--- config.mk ---
export PLATFORM = sky130hd
export DESIGN_NAME = imap_flags_list_parser
export DESIGN_NICKNAME = d
export VERILOG_FILES = /design/src/ifp_pkg.sv /design/src/ifp_step.sv /design/src/imap_flags_list_parser.sv
export SDC_FILE = /design/constraint.sdc
export NUM_CORES = 1
export LEC_CHECK = 0
export ABC_AREA = 1
export BUFFER_PORTS_ARGS = -buffer_cell sky130_fd_sc_hd__buf_2
export CORE_MARGIN = 5
export CORE_UTILIZATION = 30
export DETAILED_ROUTE_END_ITERATION = 10
export GPL_TIMING_DRIVEN = 0
export PLACE_DENSITY = 0.47
export SLEW_MARGIN = 20
export SYNTH_ARGS = -nofsm -noshare
export SYNTH_HDL_FRONTEND = slang
export SYNTH_SLANG_ARGS = --single-unit
--- constraint.sdc ---
create_clock -name clk_i -period 4.3 [get_ports clk_i]
set_input_delay 0.43 -clock clk_i [delete_from_list [all_inputs] [get_ports clk_i]]
set_output_delay 0.43 -clock clk_i [all_outputs]
set_load 0.02 [all_outputs]
--- src/ifp_pkg.sv ---
// ----------------------------------------------------------------------------
// ifp_pkg
// Types, keyword tables and helpers for the IMAP FLAGS list parser.
// ----------------------------------------------------------------------------
`timescale 1ns / 1ps

package ifp_pkg;

  typedef enum logic [2:0] {
    PH_PREFIX,
    PH_PAREN,
    PH_FIRST,
    PH_GAP,
    PH_KEYWORD,
    PH_UNK_SYS,
    PH_UNK_CUST
  } phase_e;

  typedef enum logic [2:0] {
    KW_DELETED,
    KW_FLAGGED,
    KW_ANSWERED,
    KW_SEEN,
    KW_RECENT,
    KW_OLD,
    KW_BACKSLASH,
    KW_NONE
  } kw_e;

  typedef enum logic [1:0] {
    ST_OK,
    ST_NOT_FLAGS,
    ST_NO_PAREN,
    ST_UNTERM
  } status_e;

  typedef struct packed {
    phase_e      phase;
    logic [3:0]  match_pos;
    kw_e         kw_sel;
    logic [4:0]  flag_bits;
    logic [3:0]  sys_cnt;
    logic [3:0]  cust_cnt;
    logic [15:0] byte_cnt;
    logic        done;
  } parse_state_t;

  typedef struct packed {
    status_e     status;
    logic        deleted;
    logic        flagged;
    logic        replied;
    logic        seen_read;
    logic        old_mark;
    logic [3:0]  system_count;
    logic [3:0]  custom_count;
    logic [15:0] consumed;
  } result_t;

  localparam parse_state_t PARSE_IDLE = '{
    phase:     PH_PREFIX,
    match_pos: 4'd0,
    kw_sel:    KW_NONE,
    flag_bits: 5'd0,
    sys_cnt:   4'd0,
    cust_cnt:  4'd0,
    byte_cnt:  16'd0,
    done:      1'b0
  };

  localparam logic [3:0] PREFIX_LEN = 4'd5;
  localparam logic [0:4][7:0] PREFIX_TXT = "flags";

  localparam logic [7:0] CH_BSLASH = 8'h5C;
  localparam logic [7:0] CH_OPEN   = 8'h28;
  localparam logic [7:0] CH_CLOSE  = 8'h29;

  localparam int unsigned FLAG_OLD = 4;

  function automatic logic [7:0] to_lower(logic [7:0] c);
    if (c >= 8'h41 && c <= 8'h5A) begin
      return c + 8'h20;
    end
    return c;
  endfunction

  function automatic logic is_ws(logic [7:0] c);
    return (c == 8'h20) || (c >= 8'h09 && c <= 8'h0D);
  endfunction

  // keyword text, left aligned, space padded
  function automatic logic [7:0] kw_char(kw_e k, logic [3:0] p);
    logic [0:9][7:0] txt;
    case (k)
      KW_DELETED:  txt = "\\deleted  ";
      KW_FLAGGED:  txt = "\\flagged  ";
      KW_ANSWERED: txt = "\\answered ";
      KW_SEEN:     txt = "\\seen     ";
      KW_RECENT:   txt = "\\recent   ";
      KW_OLD:      txt = "old       ";
      default:     txt = "          ";
    endcase
    return txt[p];
  endfunction

  function automatic logic [3:0] kw_len(kw_e k);
    case (k)
      KW_DELETED:  return 4'd8;
      KW_FLAGGED:  return 4'd8;
      KW_ANSWERED: return 4'd9;
      KW_SEEN:     return 4'd5;
      KW_RECENT:   return 4'd7;
      KW_OLD:      return 4'd3;
      default:     return 4'd0;
    endcase
  endfunction

  function automatic status_e end_status(phase_e ph);
    case (ph)
      PH_PREFIX: return ST_NOT_FLAGS;
      PH_PAREN:  return ST_NO_PAREN;
      default:   return ST_UNTERM;
    endcase
  endfunction

  function automatic logic [3:0] sat_inc4(logic [3:0] v);
    return (v == 4'hF) ? v : v + 4'd1;
  endfunction

endpackage

--- src/ifp_step.sv ---
// ----------------------------------------------------------------------------
// ifp_step
// Next-state and result logic for one response byte.
// ----------------------------------------------------------------------------
`timescale 1ns / 1ps

module ifp_step (
  input  ifp_pkg::parse_state_t state_i,
  input  logic [7:0]            byte_i,
  input  logic                  last_i,
  input  logic                  mark_old_i,
  output ifp_pkg::parse_state_t state_o,
  output logic                  res_valid_o,
  output ifp_pkg::result_t      res_o
);
  import ifp_pkg::*;

  function automatic parse_state_t start_token(parse_state_t s, logic [7:0] c);
    parse_state_t r;
    r = s;
    if (c == CH_BSLASH) begin
      r.phase     = PH_KEYWORD;
      r.kw_sel    = KW_BACKSLASH;
      r.match_pos = 4'd1;
    end else if (to_lower(c) == "o") begin
      r.phase     = PH_KEYWORD;
      r.kw_sel    = KW_OLD;
      r.match_pos = 4'd1;
    end else begin
      r.phase  = PH_UNK_CUST;
      r.kw_sel = KW_NONE;
    end
    return r;
  endfunction

  function automatic parse_state_t unknown_tok(parse_state_t s, logic tok_end,
                                               logic close_paren);
    parse_state_t r;
    r = s;
    if (tok_end) begin
      if (s.phase == PH_UNK_SYS) begin
        r.sys_cnt = sat_inc4(s.sys_cnt);
      end else begin
        r.cust_cnt = sat_inc4(s.cust_cnt);
      end
      r.kw_sel = KW_NONE;
      if (!close_paren) begin
        r.phase = PH_GAP;
      end
    end
    return r;
  endfunction

  logic [7:0]   lc;
  logic         ws;
  logic         close_paren;
  logic         tok_end;
  logic         hit;
  status_e      st_code;
  parse_state_t nxt;

  assign lc          = to_lower(byte_i);
  assign ws          = is_ws(byte_i);
  assign close_paren = (byte_i == CH_CLOSE);
  assign tok_end     = ws || close_paren;

  always_comb begin
    nxt     = state_i;
    hit     = 1'b0;
    st_code = ST_OK;
    if (state_i.done) begin
      hit = 1'b0;
    end else if (byte_i == 8'h00) begin
      hit     = 1'b1;
      st_code = end_status(state_i.phase);
    end else begin
      if (nxt.byte_cnt != 16'hFFFF) begin
        nxt.byte_cnt = nxt.byte_cnt + 16'd1;
      end
      case (state_i.phase)
        PH_PREFIX: begin
          if (state_i.match_pos >= PREFIX_LEN ||
              lc != PREFIX_TXT[state_i.match_pos[2:0]]) begin
            hit     = 1'b1;
            st_code = ST_NOT_FLAGS;
          end else if (state_i.match_pos == PREFIX_LEN - 4'd1) begin
            nxt.phase     = PH_PAREN;
            nxt.match_pos = 4'd0;
          end else begin
            nxt.match_pos = state_i.match_pos + 4'd1;
          end
        end
        PH_PAREN: begin
          if (ws) begin
            hit = 1'b0;
          end else if (byte_i == CH_OPEN) begin
            nxt.phase = PH_FIRST;
          end else begin
            hit     = 1'b1;
            st_code = ST_NO_PAREN;
          end
        end
        PH_FIRST: begin
          if (ws) begin
            // leading blank counts as an empty custom token
            nxt.cust_cnt = sat_inc4(state_i.cust_cnt);
            nxt.phase    = PH_GAP;
          end else if (close_paren) begin
            hit = 1'b1;
          end else begin
            nxt = start_token(nxt, byte_i);
          end
        end
        PH_KEYWORD: begin
          if (state_i.kw_sel == KW_BACKSLASH) begin
            nxt.match_pos = 4'd2;
            case (lc)
              "d":     nxt.kw_sel = KW_DELETED;
              "f":     nxt.kw_sel = KW_FLAGGED;
              "a":     nxt.kw_sel = KW_ANSWERED;
              "s":     nxt.kw_sel = KW_SEEN;
              "r":     nxt.kw_sel = KW_RECENT;
              default: begin
                nxt.match_pos = state_i.match_pos;
                nxt.phase     = PH_UNK_SYS;
                nxt           = unknown_tok(nxt, tok_end, close_paren);
                hit           = close_paren;
              end
            endcase
          end else if (state_i.kw_sel != KW_NONE &&
                       state_i.match_pos < kw_len(state_i.kw_sel) &&
                       lc == kw_char(state_i.kw_sel, state_i.match_pos)) begin
            if (state_i.match_pos + 4'd1 == kw_len(state_i.kw_sel)) begin
              case (state_i.kw_sel)
                KW_DELETED:  nxt.flag_bits[0] = 1'b1;
                KW_FLAGGED:  nxt.flag_bits[1] = 1'b1;
                KW_ANSWERED: nxt.flag_bits[2] = 1'b1;
                KW_SEEN:     nxt.flag_bits[3] = 1'b1;
                KW_OLD:      nxt.flag_bits[FLAG_OLD] = mark_old_i;
                default:     nxt.flag_bits = state_i.flag_bits;
              endcase
              nxt.phase     = PH_GAP;
              nxt.kw_sel    = KW_NONE;
              nxt.match_pos = 4'd0;
            end else begin
              nxt.match_pos = state_i.match_pos + 4'd1;
            end
          end else begin
            nxt.phase = (state_i.kw_sel == KW_OLD) ? PH_UNK_CUST : PH_UNK_SYS;
            nxt       = unknown_tok(nxt, tok_end, close_paren);
            hit       = close_paren;
          end
        end
        PH_UNK_SYS, PH_UNK_CUST: begin
          nxt = unknown_tok(nxt, tok_end, close_paren);
          hit = close_paren;
        end
        default: begin
          if (ws) begin
            hit = 1'b0;
          end else if (close_paren) begin
            hit = 1'b1;
          end else begin
            nxt = start_token(nxt, byte_i);
          end
        end
      endcase
      if (!hit && last_i) begin
        hit     = 1'b1;
        st_code = end_status(nxt.phase);
      end
    end
  end

  always_comb begin
    res_o        = '0;
    res_o.status = st_code;
    if (st_code == ST_OK) begin
      res_o.deleted      = nxt.flag_bits[0];
      res_o.flagged      = nxt.flag_bits[1];
      res_o.replied      = nxt.flag_bits[2];
      res_o.seen_read    = nxt.flag_bits[3];
      res_o.old_mark     = nxt.flag_bits[FLAG_OLD];
      res_o.system_count = nxt.sys_cnt;
      res_o.custom_count = nxt.cust_cnt;
      res_o.consumed     = nxt.byte_cnt;
    end
  end

  always_comb begin
    state_o = nxt;
    if (state_i.done || hit) begin
      if (last_i) begin
        state_o = PARSE_IDLE;
      end else begin
        state_o.done = 1'b1;
      end
    end
  end

  assign res_valid_o = hit;

endmodule

--- src/imap_flags_list_parser.sv ---
// ----------------------------------------------------------------------------
// imap_flags_list_parser
// Byte-serial parser for one IMAP FLAGS response; one summary per response.
// The summary is in the output register in the cycle after the byte that
// completes or breaks the response is accepted. Throughput: one byte per cycle
// while no summary stalls; bounded by the single parse-state register.
// Reset: async active low; parse state idle, output empty, mark_old set to 1.
// ----------------------------------------------------------------------------
`timescale 1ns / 1ps

module imap_flags_list_parser (
  input  logic        clk_i,
  input  logic        rst_ni,
  input  logic        cfg_we_i,
  input  logic        cfg_wdata_i,      // mark_old
  input  logic        s_axis_tvalid,
  output logic        s_axis_tready,
  input  logic [7:0]  s_axis_tdata,     // [7:0] byte_in
  input  logic        s_axis_tlast,     // last
  output logic        m_axis_tvalid,
  input  logic        m_axis_tready,
  output logic [31:0] m_axis_tdata      // [1:0] status, [2] deleted, [3] flagged,
                                        // [4] replied, [5] seen_read, [6] old_mark,
                                        // [10:7] system_count, [14:11] custom_count,
                                        // [30:15] consumed, [31] zero
);
  import ifp_pkg::*;

  parse_state_t state_q, state_d;
  result_t      res_d, res_q;
  logic         res_hit;
  logic         out_valid_q;
  logic         mark_old_q;
  logic         req_accept;

  assign s_axis_tready = !out_valid_q || m_axis_tready;
  assign req_accept    = s_axis_tvalid && s_axis_tready;

  ifp_step u_ifp_step (
    .state_i     (state_q),
    .byte_i      (s_axis_tdata),
    .last_i      (s_axis_tlast),
    .mark_old_i  (mark_old_q),
    .state_o     (state_d),
    .res_valid_o (res_hit),
    .res_o       (res_d)
  );

  always_ff @(posedge clk_i or negedge rst_ni) begin
    if (!rst_ni) begin
      state_q     <= PARSE_IDLE;
      out_valid_q <= 1'b0;
      mark_old_q  <= 1'b1;
    end else begin
      if (cfg_we_i) begin
        mark_old_q <= cfg_wdata_i;
      end
      if (req_accept) begin
        state_q <= state_d;
      end
      if (m_axis_tready) begin
        out_valid_q <= 1'b0;
      end
      if (req_accept && res_hit) begin
        out_valid_q <= 1'b1;
      end
    end
  end

  always_ff @(posedge clk_i) begin
    if (req_accept && res_hit) begin
      res_q <= res_d;
    end
  end

  assign m_axis_tvalid = out_valid_q;
  assign m_axis_tdata  = {1'b0, res_q.consumed, res_q.custom_count,
                          res_q.system_count, res_q.old_mark, res_q.seen_read,
                          res_q.replied, res_q.flagged, res_q.deleted,
                          res_q.status};

endmodule

== Yosys cells after proc, flatten, opt, wreduce, memory -nomap -nowiden ==
Memory sizes are Yosys's and may differ from the RTL's.
Index checks and enable logic that the tools add are counted.

* Word-level logic and storage cells: 226
* Bits of input ports: 15
* Memories kept: 1
* Bits in registers: 73
* Output and inout port bits: 34
* ROM bits: 64

{| class="wikitable"
|+ Memory list
! memory !! words !! width !! rd ports !! clocked after Yosys merged registers in !! wr ports !! line !! source
|-
| (name not given) || 8 || 8 || 1 || 0 || 0 || ifp_step.sv:83 || <nowiki>lc != PREFIX_TXT[state_i.match_pos[2:0]]) begin</nowiki>
|}

* Add/subtract/negate cells: 5
* Bitwise gates (word level): 2
* Equality and inequality tests: 32
* Magnitude comparators: 8
* Mux-type cells: 133
* Reduce and logical (&&, ||, !) cells: 26

{| class="wikitable"
|+ Operators with widths
! cell !! number
|-
| $pmux 79 s6 || 1
|-
| $mux 80 || 4
|-
| $mux 40 || 7
|-
| $mux 8 || 24
|-
| $pmux 33 s4 || 1
|-
| $mux 4 || 20
|-
| $eq 8x7->1 const B || 8
|-
| $mux 25 || 2
|-
| $mux 3 || 14
|-
| $mux 39 || 1
|-
| $bmux 8 s4 || 1
|-
| $mux 1 || 32
|-
| $mux 16 || 2
|-
| $pmux 3 s5 || 2
|-
| $eq 8x6->1 const B || 3
|-
| $eq 3x3->1 const B || 7
|-
| $mux 2 || 10
|-
| $pmux 4 s5 || 1
|-
| $mux 9 || 2
|-
| $mux 17 || 1
|-
| $add 16x1->16 const B || 1
|-
| $ne 16x16->1 const B || 1
|-
| $pmux 4 s4 || 1
|-
| $mux 15 || 1
|-
| 34 further kinds || 59
|}

== Logic depth before layout (Yosys ltp) ==
Gate-level depths: netlist of run 1.

* Word-level depth: 30
* Mapped depth: 30
* Mapped depth without buffers: 27

== By module ==
Synthesis of run 1 repeated with hierarchy kept, for this count alone.

* Cell total of the unflattened synthesis: 983
* Area, all modules: 6463.7 um2

{| class="wikitable"
|+ By module, submodules not included
! module !! times used !! sequential area each (um2) !! area an instance (um2) !! cells each
|-
| ifp_step || 1 || 0.0 || 3814.9 || 765
|-
| imap_flags_list_parser || 1 || 1986.9 || 2648.8 || 218
|}

== Least setup slack after synthesis of run 1 ==
No wires, ideal clock.

* Path type: register to register
* Start point: reg state_q[33] (netlist name)
* End point: reg res_q (netlist bit m_axis_tdata[0]), enable pin
* Setup slack: 0.766 ns
* Clock period less this slack: 3.534 ns
* Library setup time: 0.419 ns
* Data arrival time: 3.114 ns
* Cell stages (with the launch flop): 16
* Required time: 3.881 ns
* Path buffers: 2
* Path through: dfrtp_1 > buf_2 > inv_2 > buf_2 > ha_1 > nand2_1 > xor2_1 > nand4_1 > a21oi_1 > nand2_1 > nand2_2 > nand2_1 > nor2_1 > nand2_1 > nand2_1 > nor2_1

* Longest elaborated chain between the ends: 17
* Elaborated cells on any way between the ends: 27
* Those cells by class: order compare (2); eq/ne (2); mux (14); bitwise (2); reduce/logical (6); memory (1)

{| class="wikitable"
|+ Ends and longest elaborated chain
! item !! line !! source
|-
| from (decl) || imap_flags_list_parser.sv:29 || <nowiki>parse_state_t state_q, state_d;</nowiki>
|-
| from (signal assigned) || imap_flags_list_parser.sv:59 || <nowiki>state_q <= state_d;</nowiki>
|-
| $not 4->5 (not written as such) || ifp_pkg.sv:103 || <nowiki>return txt[p];</nowiki>
|-
| $bmux 8 s4 || ifp_pkg.sv:103 ||
|-
| $mux 8 (not written as such) (2 in series) || ifp_pkg.sv:103 ||
|-
| $eq 8x8->1 || ifp_step.sv:132 || <nowiki>lc == kw_char(state_i.kw_sel, state_i.match_pos)) begin</nowiki>
|-
| $logic_and 1x1->1 || ifp_step.sv:131 || <nowiki>state_i.match_pos < kw_len(state_i.kw_sel) &&</nowiki>
|-
| $mux 1 || ifp_step.sv:130 || <nowiki>end else if (state_i.kw_sel != KW_NONE &&</nowiki>
|-
| $mux 1 || ifp_step.sv:115 || <nowiki>if (state_i.kw_sel == KW_BACKSLASH) begin</nowiki>
|-
| $pmux 1 s4 (*) || ifp_step.sv:80 || <nowiki>case (state_i.phase)</nowiki>
|-
| $mux 1 (*) || ifp_step.sv:73 || <nowiki>end else if (byte_i == 8'h00) begin</nowiki>
|-
| $mux 1 (*) || ifp_step.sv:71 || <nowiki>if (state_i.done) begin</nowiki>
|-
| $logic_not 1->1 || ifp_step.sv:168 || <nowiki>if (!hit && last_i) begin</nowiki>
|-
| $logic_and 1x1->1 || ifp_step.sv:168 ||
|-
| $mux 1 (*) || ifp_step.sv:168 ||
|-
| $mux 1 (*) || ifp_step.sv:73 ||
|-
| $mux 1 (*) || ifp_step.sv:71 ||
|-
| $logic_and 1x1->1 (*) || imap_flags_list_parser.sv:71 || <nowiki>if (req_accept && res_hit) begin</nowiki>
|-
| to (signal assigned) || imap_flags_list_parser.sv:72 || <nowiki>res_q <= res_d;</nowiki>
|-
| to (decl) || imap_flags_list_parser.sv:30 || <nowiki>result_t res_d, res_q;</nowiki>
|}

Mark *: on every way between the ends. The rest lies on a longest branch, timed or not. The select of a mux whose other input is x is not followed.
A chain may end at the register's enable or synchronous reset.

== Worst setup path in the final report of run 1 ==
* Start point: reg state_q[30] (netlist name)
* End point: reg res_q (netlist bit m_axis_tdata[16]), data pin

* Longest elaborated chain between the ends: 22
* Elaborated cells on any way between the ends: 58
* Those cells by class: order compare (1); eq/ne (10); mux (39); reduce/logical (8)

{| class="wikitable"
|+ Ends and longest elaborated chain
! item !! line !! source
|-
| $eq 3x3->1, or another cell as far along || ifp_pkg.sv:94, ifp_pkg.sv:107, ifp_step.sv:149 ||
|-
| $pmux 79 s6 || ifp_pkg.sv:94 || <nowiki>case (k)</nowiki>
|-
| $mux 80 || ifp_step.sv:115 ||
|-
| $mux 80 || ifp_step.sv:80 ||
|-
| $mux 80 || ifp_step.sv:73 ||
|-
| $mux 80 || ifp_step.sv:71 ||
|-
| $bmux 8 s4 || ifp_pkg.sv:103 ||
|-
| $mux 8 (not written as such) (2 in series) || ifp_pkg.sv:103 ||
|-
| [... 5 more ...] || n/a ||
|-
| $mux 3 or $mux 1 (tied branches) || ifp_step.sv:73 ||
|-
| $mux 3 or $mux 1 (tied branches) || ifp_step.sv:71 ||
|-
| $eq 3x1->1, or another cell as far along || ifp_pkg.sv:119 || <nowiki>case (ph)</nowiki>
|-
| $pmux 2 s2 or $logic_and 1x1->1 (tied branches) || ifp_pkg.sv:119, ifp_step.sv:168 ||
|-
| $mux 2 || ifp_step.sv:168 ||
|-
| $mux 2 || ifp_step.sv:73 ||
|-
| $mux 2 || ifp_step.sv:71 ||
|-
| $logic_not 2->1 || ifp_step.sv:178 || <nowiki>if (st_code == ST_OK) begin</nowiki>
|}

Several ways; a longest one is shown, not always the timed one. The select of a mux whose other input is x is not followed.

==> results of run 1 <==
-- registers in the layout, summed over array words and instances (netlist names) --
name / cells
m_axis_tdata: 31
m_axis_tvalid: 1
mark_old_q: 1
state_q: 40
-- layer usage --
metal	vias up	share of wire, %	track usage [%]	wire (µm)
met3	22	5.4	3.34	1060
li1	3064	-	-	-
met1	2801	47	22.6	9290
met4	0	1.8	4.16	347
met2	169	46	27.1	9120
met5	-	0	0	0
-- final timing paths --
check | to | slack [ns] | cells past startpoint
max | m_axis_tdata[16] | 0.32 | 27
min | state_q[15] | 0.1 | 1
min in group clk_i | mark_old_q | 0.29 | 2
max in group asynchronous | state_q[27] | 3.77 | 1
max reg2reg | m_axis_tdata[16] | 0.32 | 27
min reg2reg | state_q[27] | 0.49 | 2
-- layout by cell type (no fill, tap or decap), types with 9 or more instances in the layout --
cell type and instances:
nor2_1 98, nor2_4 17, nand3_1 64, ha_1 13, buf_2 53, o21ai_0 79, inv_2 18, nand2_2 14
inv_1 91, o22ai_1 21, xor2_1 16, a21oi_1 46, nand2_1 189, edfxtp_1 31, clkbuf_1 15, nand4_1 10
clkbuf_16 9, nor3_1 21, dfrtp_1 38
-- kinds of logic (layout without fill, tap and decap cells) --
| kind of cell | count (synthesis) | in the layout |
|---|---|---|
| XOR/XNOR | 18 | 18 |
| flip-flops | 73 | 73 |
| adder cells (fa/ha/maj) | 13 | 13 |
| AO/OA/AOI/OAI | 190 | 190 |
| buffers and inverters | 150 | 213 |
| other | 1 | 1 |
| AND/OR/NAND/NOR | 436 | 436 |
-- per-stage QoR --
| step | setup slack, ns | TNS, ns | area [µm²] | instances | power (W) |
|---|---|---|---|---|---|
| floorplan | 0.766 | 0 | 6160 | 881 | 0.00265 |
| global placement | -0.532 | -16.47 | 6720 | 1197 | 0.00329 |
| detailed placement | 0.324 | 0 | 6760 | 1198 | 0.00330 |
| CTS | 0.292 | 0 | 7060 | 1214 | 0.00408 |
| global route | 0.0738 | 0 | 7060 | 1214 | 0.00435 |
| finish | 0.321 | 0 | 7060 | 1214 | 0.00407 |
-- worst max-delay path: stages, from the launching register on --
cell and delay (ns):
dfstp_2 0.53, buf_6 0.21, nand3_4 0.21, nand2_4 0.14, inv_1 0.06, ha_1 0.27
a21oi_1 0.14, o21ai_0 0.08, nor2_1 0.26, nand3_1 0.13, nor2_2 0.12, nand3_2 0.08
nor2_4 0.16, nand3_4 0.17, nand2_1 0.10, nand3_1 0.06, nand2_1 0.11, nand2_1 0.06
nand2_1 0.05, nor2_1 0.04, nand2_1 0.06, nand2_1 0.05, nand2_1 0.06, nand2_2 0.07
nand2_2 0.08, buf_6 0.15, buf_12 0.18, nor2_4 0.03
-- power groups by stage --
stage	clock (W)	combinational [W]	sequential [W]
after global placement	0	0.00231	0.000986
after detailed placement	0	0.00232	0.000983
final	0.000761	0.00233	0.000973
after floorplan	0	0.00161	0.00104
after global routing	0.000805	0.00256	0.000986
after CTS	0.000780	0.00232	0.000971
-- layout make-up --
| class | count | share of cell area [%] |
|---|---|---|
| clock buffer | 9 | 3.19 |
| sequential | 73 | 28.2 |
| tap | 270 | 4.79 |
| buffer | 32 | 2.82 |
| clock inverter | 7 | 1.01 |
| timing repair buffer | 47 | 3.69 |
| multi-input combinational | 658 | 49.9 |
| inverter | 118 | 6.49 |
==> flow_summary.yaml, run 1 <==
status:
  status: "finished, final reports clean"
timing:
  hold-worst-slack_ns: 0.0953
  max_freq_ghz: 0.251
  fin_worst_skew_ns: 0.00850
  rsz0062_at_grt: "no"
  setup_viol: 0
  hold_violations: 0
  fin_crit_ns: 3.98
  slew_viol_final: 0
  slew-limit-headroom_pct: 51.3
  timing.final.crit_share_pct: 92.5
  tightest_slew_ns: 0.728
synthesis:
  synth_common_cells: "189 x nand2_1, 99 x nor2_1, 91 x inv_1, 79 x o21ai_0, 64 x nand3_1"
  synthMuxAreaShare_pct: 0
  synth-async-reset-ratio_pct: 57.5
  seq_area_frac_synth_pct: 32.3
  synth_edf_count: 31
  netlist.area_leader.share_pct: 15.4
  ys_types: 50
  synth_area_um2: 6160
  synth-simple-area-share_pct: 33.8
  synth_compound_area_share_pct: 18.0
  synthXorXnorAreaFrac_pct: 2.56
  synth.most_common_cell: "nand2_1"
  synth.area.top_cells: "dfrtp_1 15%, edfxtp_1 15%, nand2_1 12%, o21ai_0 6.4%, nor2_1 6.0%"
  synthAdderAreaFrac_pct: 2.64
  synth_top_family_by_area: "simple AND/OR/NAND/NOR gates"
  synth_nets: 909
  syn_inst: 881
  avgSynthCellArea_um2: 6.99
  synth_ff_type: "dfrtp_1"
  ys_warn_count: 0
  yosys_register_bits: 73
  yosysTopAreaCell: "dfrtp_1"
setup_path:
  critPathKind: "flop to flop"
  worstSetupEndpointType: "flop"
  worstSetupStartpoint: "state_q[30]"
  crit_required_ns: 4.38
  reg2reg_from: "state_q[30]"
  cp_max_fo: 10
  crit_arrival_ns: 4.06
  crit_path_start_kind: "flop"
place:
  post-dp-hpwl_um: 15200
  place_congestion: 0.907
  io_buffers: 46
floorplanning:
  start_util_pct: 30.4
  die_h_um: 153
  fp-row-count: 52
  core-area_um2: 20200
  dieArea_um2: 23500
  ioPinCount: 49
  die_w_um: 153
finish:
  antennaDiodeCount: 0
  multi_input_area_um2: 3520
  syn2layout_area_growth_pct: 14.7
  drive_gt1_share_pct: 17.2
  final-seq-area_um2: 1990
  fin_nets: 967
  num-fill-cells: 2203
  fin_util_pct: 34.9
clocking:
  cts_tree: "built"
  cts_max_path_buffers: 2
  cts_sinks: 73
  cts_resized: 0
  postCtsSetupBuffers: 0
  ctsRootBufferMaster: "clkbuf_16"
  cts_buffers: 9
  cts_hold_buf: 0
  cts_htree_levels: 3
  clk_latency_ns: 0.35
  clk_pin_slew_ns: 0.06
routing:
  drc: 0
  wirelength_um: 19800
  viasPerCell: 4.99
  first_pass_iters: 8
  ant_nets: 0
  num_vias: 6056
  avgRoutedWirePerCell_um: 16.3
  first_iter_violations: 479
grt:
  grt_pass1_wl_um: 31600
  grt-ovfl-total: 0
  grt_use_total_pct: 16.6
  antenna_found_initial: 0
  grt_max_degree: 43
  first_global_vias: 5807
power_and_ir_drop:
  cellPowerDensity_nw_per_um2: 576
  p_comb_share_pct: 57.3
  leakagePower_nw: 3.06
  clockPowerShare_pct: 18.7
  peakVddDrop_v: 0.000278
  internal-power_w: 0.00205
  power_frac_seq_pct: 23.9
  sw_frac_of_total_pct: 49.7
  switching_power_w: 0.00202
flow_run:
  max_cap_violations: 0
min_path:
  hold_class: "input port to async pin"
Note: power is estimated with default switching activity, not from simulation.
==> inputs of run 2 (changes only) <==
--- a/config.mk
+++ b/config.mk
@@ -11,6 +11,7 @@
 export CORE_UTILIZATION = 30
 export DETAILED_ROUTE_END_ITERATION = 10
 export GPL_TIMING_DRIVEN = 0
+export HOLD_SLACK_MARGIN = 0.15
 export PLACE_DENSITY = 0.47
 export SLEW_MARGIN = 20
 export SYNTH_ARGS = -nofsm -noshare
==> run 2 against run 1 <==
  * Clock skew is 0.00055 ns higher
  * Register-to-register slack hardly changed
  * Final area is 0.14% higher
  * Power hardly changed
  * First-iteration DRC count is 8.6% lower
==> flow_summary.yaml, run 2 (same netlist as run 1, synthesis figures left out) <==
grt:
  grt-ovfl-total: 0
  antenna_found_initial: 0
  grt_max_degree: 43
  first_global_vias: 5807
  grt_pass1_wl_um: 31600
  grt_use_total_pct: 16.6
finish:
  final_cells: 1215
  syn2layout_area_growth_pct: 14.8
  top_register: "state_q"
  final_area_um2: 7070
  fin_nets: 968
  drive_gt1_share_pct: 17.1
  antennaDiodeCount: 0
  final_common_cell: "nand2_1"
  largest_reg_flops: 40
  final_cell_mix: "189 x nand2_1, 98 x nor2_1, 91 x inv_1"
setup_path:
  rrSetupSlack_ns: 0.32
  critPathKind: "flop to flop"
  worst-r2r-cell-count: 27
  regToRegEndpoint: "m_axis_tdata[16]"
  crit_arrival_ns: 4.07
  reg2reg_from: "state_q[30]"
  cp_max_fo: 10
  crit_path_start_kind: "flop"
  worstSetupEndpointType: "flop"
  crit_required_ns: 4.38
place:
  place_congestion: 0.907
  post-dp-hpwl_um: 15200
  io_buffers: 46
  placed_area_um2: 6760
  dp_cells: 1198
flow_run:
  max_cap_violations: 0
routing:
  num_vias: 6081
  ant_nets: 0
  top_layer_used: "met4"
  wl_met2_um: 9080
  drc: 0
  m1WireLength_um: 9360
  avgRoutedWirePerCell_um: 16.3
  wirelength_um: 19800
  first_iter_violations: 438
  viasPerCell: 5.00
  routed-wl-met3_um: 1010
  first_pass_iters: 5
min_path:
  hold_class: "input port to flop"
  min_to: "mark_old_q"
  min-delay-start: "cfg_we_i"
  min_path_cells: 2
floorplanning:
  die_h_um: 153
  ioPinCount: 49
  fp-row-count: 52
  die_w_um: 153
  dieArea_um2: 23500
  start_util_pct: 30.4
  core-area_um2: 20200
clocking:
  cts_max_path_buffers: 2
  ctsRootBufferMaster: "clkbuf_16"
  cts_htree_levels: 3
  cts_resized: 0
  cts_tree: "built"
  cts_sinks: 73
  clk_latency_ns: 0.35
  clk_pin_slew_ns: 0.06
  cts_buffers: 9
  postCtsSetupBuffers: 0
power_and_ir_drop:
  peakVddDrop_v: 0.000279
  cellPowerDensity_nw_per_um2: 575
  leakagePower_nw: 3.06
timing:
  fin_worst_skew_ns: 0.00905
  rsz0062_at_grt: "no"
  timing.final.crit_share_pct: 92.6
  slew-limit-headroom_pct: 49.2
  setup_viol: 0
  hold-worst-slack_ns: 0.285
  fin_setup_tns_ns: 0
  slew_viol_final: 0
  hold_violations: 0
  fin_crit_ns: 3.98
  max_freq_ghz: 0.251
  tightest_slew_ns: 0.759
status:
  status: "finished, final reports clean"
-- run 2: changes by cell type in the layout (fill, tap and decap cells not counted) --
cell	change
dlygate4sd3_1	+1
-- run 2: worst max-delay path by stage --
| stage | start | endpoint | slack (ns) | cells after the start |
|---|---|---|---|---|
| 5_1_grt | state_q[30] | m_axis_tdata[16] | 0.07 | 27 |
| 4_1_cts | state_q[30] | m_axis_tdata[16] | 0.29 | 27 |
| 2_1_floorplan | state_q[33] | m_axis_tdata[0] | 0.77 | 15 |
| 3_3_place_gp | s_axis_tdata[6] | m_axis_tdata[2] | -0.53 | 18 |
| 3_5_place_dp | state_q[30] | m_axis_tdata[15] | 0.32 | 27 |
| 6_report | state_q[30] | m_axis_tdata[16] | 0.32 | 27 |
-- run 2: report_power, final --
part	leakage (nW)	switching (W)	internal [W]
Combinational	2.07	0.00162	0.000708
Clock	0.137	0.000315	0.000448
Sequential	0.857	0.0000814	0.000890
Total	3.06	0.00202	0.00205
-- run 2: cell type report --
cell class	count	area (µm²)
buffer	32	199
clock buffer	9	225
clock inverter	7	71.3
fill	2202	13200
inverter	118	458
multi-input combinational	658	3520
sequential	73	1990
tap	270	338
timing repair buffer	48	270
-- run 2: what timing repair did --
action | in CTS | in global routing
endpoints found under the hold margin | 0 | 6
hold buffers | 0 | 1
setup endpoints to repair | 0 | 0
-- run 2: through the flow --
stage | util, % | worst slack, ns | total power (W)
after detailed placement | 33.4 | 0.324 | 0.00330
after CTS | 34.9 | 0.292 | 0.00408
after floorplan | - | 0.766 | 0.00265
after global routing | 34.9 | 0.0738 | 0.00435
final | 34.9 | 0.316 | 0.00407
after global placement | 33.2 | -0.532 | 0.00329
-- run 2: per-layer routing --
layer	GRT usage, %	vias to the layer above
li1	-	3066
met5	0	-
met4	4.16	0
met3	3.34	25
met1	22.6	2834
met2	27.1	156
-- run 2: critical path, cell delays in order, from the launching register on --
cell and delay, ns:
dfstp_2 0.53, buf_6 0.21, nand3_4 0.21, nand2_4 0.14
inv_1 0.06, ha_1 0.27, a21oi_1 0.15, o21ai_0 0.08
nor2_1 0.27, nand3_1 0.13, nor2_2 0.12, nand3_2 0.08
nor2_4 0.16, nand3_4 0.17, nand2_1 0.10, nand3_1 0.06
nand2_1 0.11, nand2_1 0.06, nand2_1 0.05, nor2_1 0.04
nand2_1 0.06, nand2_1 0.05, nand2_1 0.06, nand2_2 0.07
nand2_2 0.08, buf_6 0.15, buf_12 0.18, nor2_4 0.03
==> inputs of run 3 (changes only) <==
--- a/config.mk
+++ b/config.mk
@@ -5,12 +5,12 @@
 export SDC_FILE = /design/constraint.sdc
 export NUM_CORES = 1
 export LEC_CHECK = 0
-export ABC_AREA = 1
+export ABC_AREA = 0
 export BUFFER_PORTS_ARGS = -buffer_cell sky130_fd_sc_hd__buf_2
 export CORE_MARGIN = 5
 export CORE_UTILIZATION = 30
 export DETAILED_ROUTE_END_ITERATION = 10
-export GPL_TIMING_DRIVEN = 0
+export GPL_TIMING_DRIVEN = 1
 export HOLD_SLACK_MARGIN = 0.15
 export PLACE_DENSITY = 0.47
 export SLEW_MARGIN = 20
==> run 3 against run 2 <==
  * Critical path depth decreased by 17
  * Largest cell class unchanged
  * Final cell count decreased by 10%
  * Global-route usage increased by 0.29 points
  * Combinational power decreased by 3%
  * Sequential share of layout area decreased by 0.38 points
  * Synthesized cell count decreased by 10%
  * Sequential power increased by 13%
  * Critical path type unchanged
==> flow_summary.yaml, run 3 <==
clocking:
  cts_resized: 0
  postCtsSetupBuffers: 0
  cts_tree: "built"
  cts_sinks: 73
  cts_max_path_buffers: 2
  ctsRootBufferMaster: "clkbuf_16"
  clk_pin_slew_ns: 0.06
  cts_htree_levels: 3
  cts_hold_buf: 0
  cts_buffers: 9
  clk_latency_ns: 0.34
status:
  status: "finished, final reports clean"
place:
  io_buffers: 47
  post-dp-hpwl_um: 14400
  place_congestion: 0.874
routing:
  drc: 0
  viasPerCell: 5.62
  ant_nets: 0
  first_iter_violations: 533
  avgRoutedWirePerCell_um: 18.7
  first_pass_iters: 5
  num_vias: 6136
  wirelength_um: 20400
synthesis:
  synth-async-reset-ratio_pct: 57.5
  yosysTopAreaCell: "dfrtp_1"
  synth.most_common_cell: "nor2_1"
  synth_common_cells: "98 x nor2_1, 75 x nand2_1, 59 x a21oi_1, 41 x clkbuf_1, 39 x o21ai_0"
  synth_edf_count: 31
  synth_ff_type: "dfrtp_1"
  seq_area_frac_synth_pct: 31.2
  avgSynthCellArea_um2: 8.04
  synth_area_um2: 6370
  syn_inst: 792
  ys_warn_count: 0
  synth_nets: 820
  yosys_register_bits: 73
  ys_types: 91
  netlist.area_leader.share_pct: 14.9
  synth.area.top_cells: "dfrtp_1 15%, edfxtp_1 15%, nor2_1 5.8%, a21oi_1 4.6%, nand2_1 4.4%"
finish:
  num-fill-cells: 2215
  syn2layout_area_growth_pct: 12.5
  final_common_cell: "nor2_1"
  final_cell_mix: "98 x nor2_1, 75 x nand2_1, 59 x a21oi_1"
  antennaDiodeCount: 0
  largest_reg_flops: 40
  fin_nets: 839
  top_register: "state_q"
  fin_util_pct: 34.2
  final-seq-area_um2: 1990
  drive_gt1_share_pct: 16.2
  multi_input_area_um2: 3970
setup_path:
  critPathKind: "flop to flop"
  crit_path_start_kind: "flop"
  path_cells: "buf_4 -> nor2b_1 -> a31oi_1 -> nor4_1 -> o2111ai_1 -> nor4_2 -> nand3_2 -> a211o_1 -> a21oi_1 -> o22ai_1"
  worstSetupEndpointType: "flop"
  crit_required_ns: 4.38
  crit_path_max_incr_delay_ns: 0.57
  cp_top_family: "simple AND/OR/NAND/NOR gates"
  cpMaxStageDelayCell: "dfstp_2"
  cp_max_fo: 26
  crit_arrival_ns: 4.01
  timing.critical_path.buf_inv: 1
grt:
  grt_max_degree: 43
  grt_pass1_wl_um: 33000
  grt-ovfl-total: 0
  grt_use_total_pct: 16.9
  first_global_vias: 5766
  antenna_found_initial: 0
timing:
  max_freq_ghz: 0.254
  slew_viol_final: 0
  tightest_slew_ns: 0.784
  fin_worst_skew_ns: 0.00651
  fin_setup_tns_ns: 0
  slew-limit-headroom_pct: 47.4
  rsz0062_at_grt: "no"
  fin_crit_ns: 3.93
  timing.final.crit_share_pct: 91.5
  setup_viol: 0
  hold_violations: 0
floorplanning:
  fp-row-count: 53
  dieArea_um2: 24200
  ioPinCount: 49
  die_w_um: 156
  die_h_um: 156
  core-area_um2: 21000
  start_util_pct: 30.4
min_path:
  hold_class: "input port to async pin"
power_and_ir_drop:
  peakVddDrop_v: 0.000239
  leakagePower_nw: 2.66
  cellPowerDensity_nw_per_um2: 584
flow_run:
  max_cap_violations: 0
-- run 3: cell types whose count changed in the layout (fill, tap and decap cells not counted), moves of 18 or more --
cell	change
buf_4	+26
inv_2	-18
o21ai_0	-40
inv_1	-74
nand3_1	-43
nand2b_1	+19
nand2_1	-114
-- run 3: path summary, 6_finish.rpt --
path / from / cells after the start / slack (ns) / end
worst min register to register: state_q[29] / 2 / 0.49 / state_q[29]
worst max-delay path: state_q[31] / 10 / 0.37 / m_axis_tdata[10]
worst max register to register: state_q[31] / 10 / 0.37 / m_axis_tdata[10]
max in group asynchronous: rst_ni / 2 / 3.67 / state_q[24]
min in group clk_i: cfg_wdata_i / 2 / 0.33 / mark_old_q
worst min-delay path: rst_ni / 2 / 0.20 / state_q[25]
-- run 3: routing by layer --
| metal | up-vias | track usage (%) | routed length (µm) |
|---|---|---|---|
| met1 | 2912 | 23.4 | 9550 |
| met4 | 0 | 5.79 | 567 |
| met5 | - | 0 | 0 |
| met2 | 208 | 26.6 | 9270 |
| met3 | 32 | 3.08 | 1020 |
| li1 | 2984 | - | - |
-- run 3: cell families (layout without fill, tap and decap cells) --
| kind of cell | Yosys count | in the layout | share of synthesized area, % |
|---|---|---|---|
| XOR/XNOR | 27 | 27 | 3.71 |
| adder cells (fa/ha/maj) | 13 | 13 | 2.55 |
| multiplexers | 19 | 19 | 3.14 |
| flip-flops | 73 | 73 | 31.2 |
| other | 1 | 1 | 0.0589 |
| AO/OA/AOI/OAI | 241 | 241 | 26.2 |
| buffers and inverters | 88 | 112 | 6.66 |
| AND/OR/NAND/NOR | 330 | 330 | 26.4 |
-- run 3: final cells by class --
cell class | instances | area share (%)
Sequential cell | 73 | 27.7
Timing Repair Buffer | 78 | 6.71
Inverter | 18 | 0.943
Multi-Input combinational cell | 631 | 55.4
Clock buffer | 10 | 3.20
Tap cell | 275 | 4.80
Clock inverter | 6 | 1.26
-- run 3: stage by stage --
stage	cells	hold slack, ns	instance area [µm²]	setup WS [ns]	total power [W]
floorplan	792	0.134	6370	0.464	0.00272
global placement	1075	0.467	6850	0.466	0.00336
detailed placement	1075	0.486	6850	0.391	0.00335
CTS	1091	0.224	7170	0.377	0.00420
global route	1091	0.253	7170	0.0263	0.00448
finish	1091	0.202	7170	0.367	0.00418
-- run 3: power by group --
part           switching (W)  internal, W
clock network       0.000312     0.000510
registers           0.000167     0.000932
logic                0.00148     0.000777
total                0.00196      0.00222
